$ cat src/hdl/rpvs_pkg.sv
// Shared types and constants for the ramped phasor voltage source.
// Depends on nothing; used by the CORDIC stage and the top level.
`default_nettype none
package rpvs_pkg;
    localparam int ANG_W = 32;
    localparam logic [31:0] ATAN_TURNS [32] = '{
        32'd536870912, 32'd316933406, 32'd167458907, 32'd85004756, 32'd42667331,
        32'd21354465, 32'd10679838, 32'd5340245, 32'd2670163, 32'd1335087,
        32'd667544, 32'd333772, 32'd166886, 32'd83443, 32'd41722, 32'd20861,
        32'd10430, 32'd5215, 32'd2608, 32'd1304, 32'd652, 32'd326, 32'd163,
        32'd81, 32'd41, 32'd20, 32'd10, 32'd5, 32'd3, 32'd1, 32'd1, 32'd0
    };
    typedef enum logic [2:0] {
        REG_VREF_RE = 3'd0, REG_VREF_IM = 3'd1, REG_DV_RE = 3'd2, REG_DV_IM = 3'd3,
        REG_RATE = 3'd4, REG_SWITCH = 3'd5, REG_RAMP = 3'd6, REG_RECIP = 3'd7
    } reg_idx_t;
endpackage
`default_nettype wire

$ cat src/hdl/rpvs_cordic_stage.sv
// One registered CORDIC micro-rotation with a pipeline enable.
// Depends on rpvs_pkg for the arctangent table.
`default_nettype none
module rpvs_cordic_stage #(
    parameter int W = 64,
    parameter int IDX = 0
) (
    input  wire logic         aclk,
    input  wire logic         en,
    input  wire logic [W-1:0] x_in,
    input  wire logic [W-1:0] y_in,
    input  wire logic [33:0]  z_in,
    output logic [W-1:0]      x_out,
    output logic [W-1:0]      y_out,
    output logic [33:0]       z_out
);
    logic signed [W-1:0] xs, ys;
    logic [33:0] at;
    assign xs = $signed(x_in) >>> IDX;
    assign ys = $signed(y_in) >>> IDX;
    assign at = {2'b00, rpvs_pkg::ATAN_TURNS[IDX]};
    always_ff @(posedge aclk) begin
        if (en) begin
            if (!z_in[33]) begin
                x_out <= x_in - ys;
                y_out <= y_in + xs;
                z_out <= z_in - at;
            end else begin
                x_out <= x_in + ys;
                y_out <= y_in - xs;
                z_out <= z_in + at;
            end
        end
    end
endmodule
`default_nettype wire

$ cat config.mk
export PLATFORM = sky130hd
export DESIGN_NAME = rpvs_cordic_stage
export DESIGN_NICKNAME = d
export VERILOG_FILES = /design/src/hdl/rpvs_pkg.sv /design/src/hdl/rpvs_cordic_stage.sv
export SDC_FILE = /design/constraint.sdc
export NUM_CORES = 1
export LEC_CHECK = 0
export ABC_AREA = 1
export ABC_CLOCK_PERIOD_IN_PS = 3400
export BUFFER_PORTS_ARGS = -buffer_cell sky130_fd_sc_hd__buf_2
export CAP_MARGIN = 20
export CELL_PAD_IN_SITES_DETAIL_PLACEMENT = 1
export CELL_PAD_IN_SITES_GLOBAL_PLACEMENT = 1
export CORE_MARGIN = 4
export CORE_UTILIZATION = 25
export DETAILED_ROUTE_END_ITERATION = 7
export GPL_TIMING_DRIVEN = 0
export PLACE_DENSITY_LB_ADDON = 0.1
export SLEW_MARGIN = 20
export SYNTH_ARGS = -nofsm -noshare
export SYNTH_HDL_FRONTEND = slang
export SYNTH_SLANG_ARGS = --single-unit
$ cat constraint.sdc
create_clock -name aclk -period 3.4 [get_ports aclk]
set_input_delay 0.68 -clock aclk [delete_from_list [all_inputs] [get_ports aclk]]
set_output_delay 0.68 -clock aclk [all_outputs]
set_load 0.01 [all_outputs]
# Word level (Yosys, flattened, before mapping)
# Cells that the tools add are included.
# Widths: inputs -> output; s select.
dict set report totals {
  wordCells 11
  inputBits 164
  ff_bits 162
  output_inout_bits 162
}
dict set report classes {
  mux 3
  addsub 5
}
# cell count
set ops {}
lappend ops {{$mux 64} 2}
lappend ops {{$sub 64x64->64} 2}
lappend ops {{$add 64x64->64} 1}
lappend ops {{$add 34x30->34 const B} 1}
lappend ops {{$mux 34} 1}
lappend ops {{$sub 34x30->34 const B} 1}

# Longest topological paths before layout
dict set report logic_depth {
  depth_word 2
  ltp_mapped 18
  depth_no_buf 17
}

# Worst setup path after synthesis
# OpenSTA, ideal clock, no wires.
dict set report synth_path {
  kind {input to register}
  startpoint {input x_in[0]}
  endpoint {register x_out[48], data pin}
  stages 15
  arrival_time_ns 2.206
  n_path_buf 0
  required_ns 3.147
  slack_ns 0.941
  path_cell_list {inv_1 -> ha_1 -> fa_1 -> inv_1 -> nand2_1 -> nand3_1 -> nand2_1 -> nand2_1 -> inv_1 -> o21bai_4 -> nand2_1 -> nand3_1 -> nand2_1 -> nand3_1 -> nand2_1}
}
dict set report synth_via {
  elab_chain_cells 2
}
# item line_no
set synth_rtl {}
lappend synth_rtl {{start: declaration} rpvs_cordic_stage.sv:10} ;# input wire logic [W-1:0] x_in,
lappend synth_rtl {{$sub 64x64->64 or $add 64x64->64 (tied branches)} {rpvs_cordic_stage.sv:25, rpvs_cordic_stage.sv:29}}
lappend synth_rtl {{$mux 64 (*)} rpvs_cordic_stage.sv:24} ;# if (!z_in[33]) begin
lappend synth_rtl {{end signal: assignment} rpvs_cordic_stage.sv:25} ;# x_out <= x_in - ys;
lappend synth_rtl {{end signal: assignment} rpvs_cordic_stage.sv:29} ;# x_out <= x_in + ys;
lappend synth_rtl {{end: declaration} rpvs_cordic_stage.sv:13} ;# output logic [W-1:0] x_out,
# Every way passes the cells marked *; elsewhere a longest branch is shown, timed or not.
# A chain may end at the register's enable or synchronous reset.

# Final worst setup path
dict set report layout_path {
  startpoint {input x_in[0]}
  endpoint {register x_out[56], data pin}
}
# The elaborated chain is that of the path after synthesis.

==> run metrics <==
outcome=completed; core area=90010 sq um; Num CTS Buffers=17; Layout Nets=4536; wire length of the first global-routing pass=172.4 mm; Critical Path End Type=flop; Slew Viols, Final=0; DRT iter0 DRCs=1815; pre-CTS WS=-0.2641 ns; Rel. slew slack=19.89%; Residual DRC=0; Ant. Diodes=0; Post-Synthesis Cells=3829; RePlAce Congestion=0.9235; Final Hold Viols=0; Sink Count=161; final worst path period share=93.01%; Startpoint Class=primary input; fin area=26480 sq um; Least-Margin Pin Slew=1.202 ns; type of the worst min-delay path=primary input to flop; ys flop type=edfxtp_1; Netlist Area Pre-Place=22690 sq um; mean routed wirelength per cell=22.64 microns; clk root buf=clkbuf_16; fmax=316.2 MHz; Die Wd=309.3 microns; Req. time, crit path=3.65 ns; worst-path cell chain=buf_2 > inv_1 > ha_1 > fa_1 > inv_1 > nand2_1 > nand3_1 > nand2_1 > nand2_1 > nand2_1 > nand3_1 > nand2_1 > nand3_1 > nand2_1 > nand3_1 > nand2_1; vias in the first global route=25618; post-CTS setup buffer count=0; DP HPWL=105.1 mm; gr usage total=25.12%; max cap viols=0; CTS max path bufs=2; # IOs=326; RSZ-0062 raised after global routing=no; VDD IR max=0.4101 mV; clock-pin transition on the worst setup and hold timing paths=0.07 ns; Async S/R FF share, synth=0%; routed wire length=121.4 mm; setup slack after layout=0.2378 ns; initial antenna violation count=3; Leak=0.01468 uW; sequential area share after synthesis=21.31%; Yosys reg bits=161; final setup vio count=0; Crit Path Max Fanout=5; Die ar.=95650 sq um; FILL cells=11936; setup tns final=0 ns; syn nets=4190; Netlist cell types=44; largest net degree at the start of global routing=83; via/cell ratio=4.732; Rows=110; synthesis-to-layout area growth=16.69%; power density over cell area=348.7 nW/um^2; CP max-delay cell=fa_1; Final min period=3.162 ns; Post-synth EDFFs=161; crit path DAT=3.42 ns; post-CTS sizing=0; crit path kind=primary input to flop; Post-DRT Antenna Nets=0; Port Buffers=325; layout cells sized above 1=14.28%; vias post-DR=25385; Die H=309.3 microns; final core occ=29.42%; router iterations before antenna repair=7; most used cell, CP=nand2_1; DP Area=25840 sq um; CTS tree=built; Initial Util=25.21%; synth warn=0; GR Overflow Total=0; CTS Hold Bufs=0; CTS H-tree depth=4; largest incremental delay on the critical path=0.43 ns; post-synthesis area per instance=5.926 sq um
sequential cells by signal (all words and copies together) (netlist names):
name,cells
z_out,34
x_out,64
y_out,63
Yosys cell counts, types with 6 or more instances:
cell | n | area, sq um
o21ai_0 | 131 | 655.6
buf_2 | 23 | 115.1
o21ai_1 | 11 | 55.05
o31ai_1 | 6 | 45.04
o21bai_1 | 31 | 232.7
edfxtp_1 | 161 | 4835
nor3_1 | 9 | 45.04
inv_1 | 787 | 2954
nand4_1 | 41 | 256.5
inv_2 | 17 | 63.81
a21oi_2 | 9 | 78.83
buf_6 | 19 | 214.0
nand3_2 | 18 | 180.2
o22ai_1 | 10 | 62.56
xor2_1 | 53 | 464.2
nand2_1 | 1378 | 5172
buf_4 | 32 | 240.2
ha_1 | 193 | 2415
nor3_2 | 20 | 200.2
a21oi_1 | 191 | 955.9
clkbuf_1 | 12 | 45.04
nor2_4 | 7 | 78.83
nand3_1 | 303 | 1516
a31oi_1 | 6 | 37.54
nor2_2 | 40 | 250.2
nand2_2 | 38 | 237.7
nor2_1 | 245 | 919.6
kinds of logic (layout without fill, tap and decap cells):
kind of cell	count (synthesis)	count (layout)	share of synthesized area, %
compound gates	407	407	9.837
xor+xnor	54	54	2.084
fa+ha+maj	197	197	10.99
buf+inv	893	1252	16.06
flops	161	161	21.31
mux	1	1	0.04411
simple gates	2116	2116	39.68
path summary, 6_finish.rpt:
path / from / to / slack, ns / cells after the start
max: x_in[0] / x_out[56]$_DFFE_PP_ / 0.24 / 16
min: z_in[25] / z_out[25]$_DFFE_PP_ / 0.34 / 1
cell type report:
class | instances | area (sq um) | area share [%]
Inverter | 804 | 3018 | 11.40
Buffer | 89 | 629.4 | 2.377
Clock inverter | 15 | 211.5 | 0.7986
Multi-Input combinational cell | 2775 | 14210 | 53.68
Timing Repair Buffer | 327 | 1675 | 6.327
Tap cell | 1176 | 1471 | 5.557
Clock buffer | 17 | 425.4 | 1.607
Sequential cell | 161 | 4835 | 18.26
metrics by stage:
stage,instances,total power (uW),hold slack (ns)
6_report,5364,9232,0.3356
5_1_grt,5364,9857,0.2939
4_1_cts,5364,9344,0.2881
3_5_place_dp,5332,7013,0.8597
3_3_place_gp,5330,6989,0.8561
2_1_floorplan,3829,5097,0.7789
cell usage in the layout (no fill, tap or decap), types with 53 or more instances in the layout:
master    instances
a21oi_1         191
buf_2           348
edfxtp_1        161
ha_1            193
inv_1           787
nand2_1        1378
nand3_1         303
nor2_1          245
o21ai_0         131
xor2_1           53
worst max-delay path, delay by kind of cell:
| family | cells | cell delay, ns |
|---|---|---|
| buf+inv | 3 | 0.44 |
| simple gates | 11 | 1.57 |
| fa+ha+maj | 2 | 0.73 |
power by group:
group | internal, uW | switching (uW)
registers | 2530 | 60.0
logic | 1250 | 3160
clock network | 1190 | 1040
layer usage:
layer	track usage [%]	part of all wire (%)
met5	0	0
met3	4.171	5.6
met1	35.04	48
met2	40.23	44
met4	6.791	2.6
(Power assumes the default switching activity.)
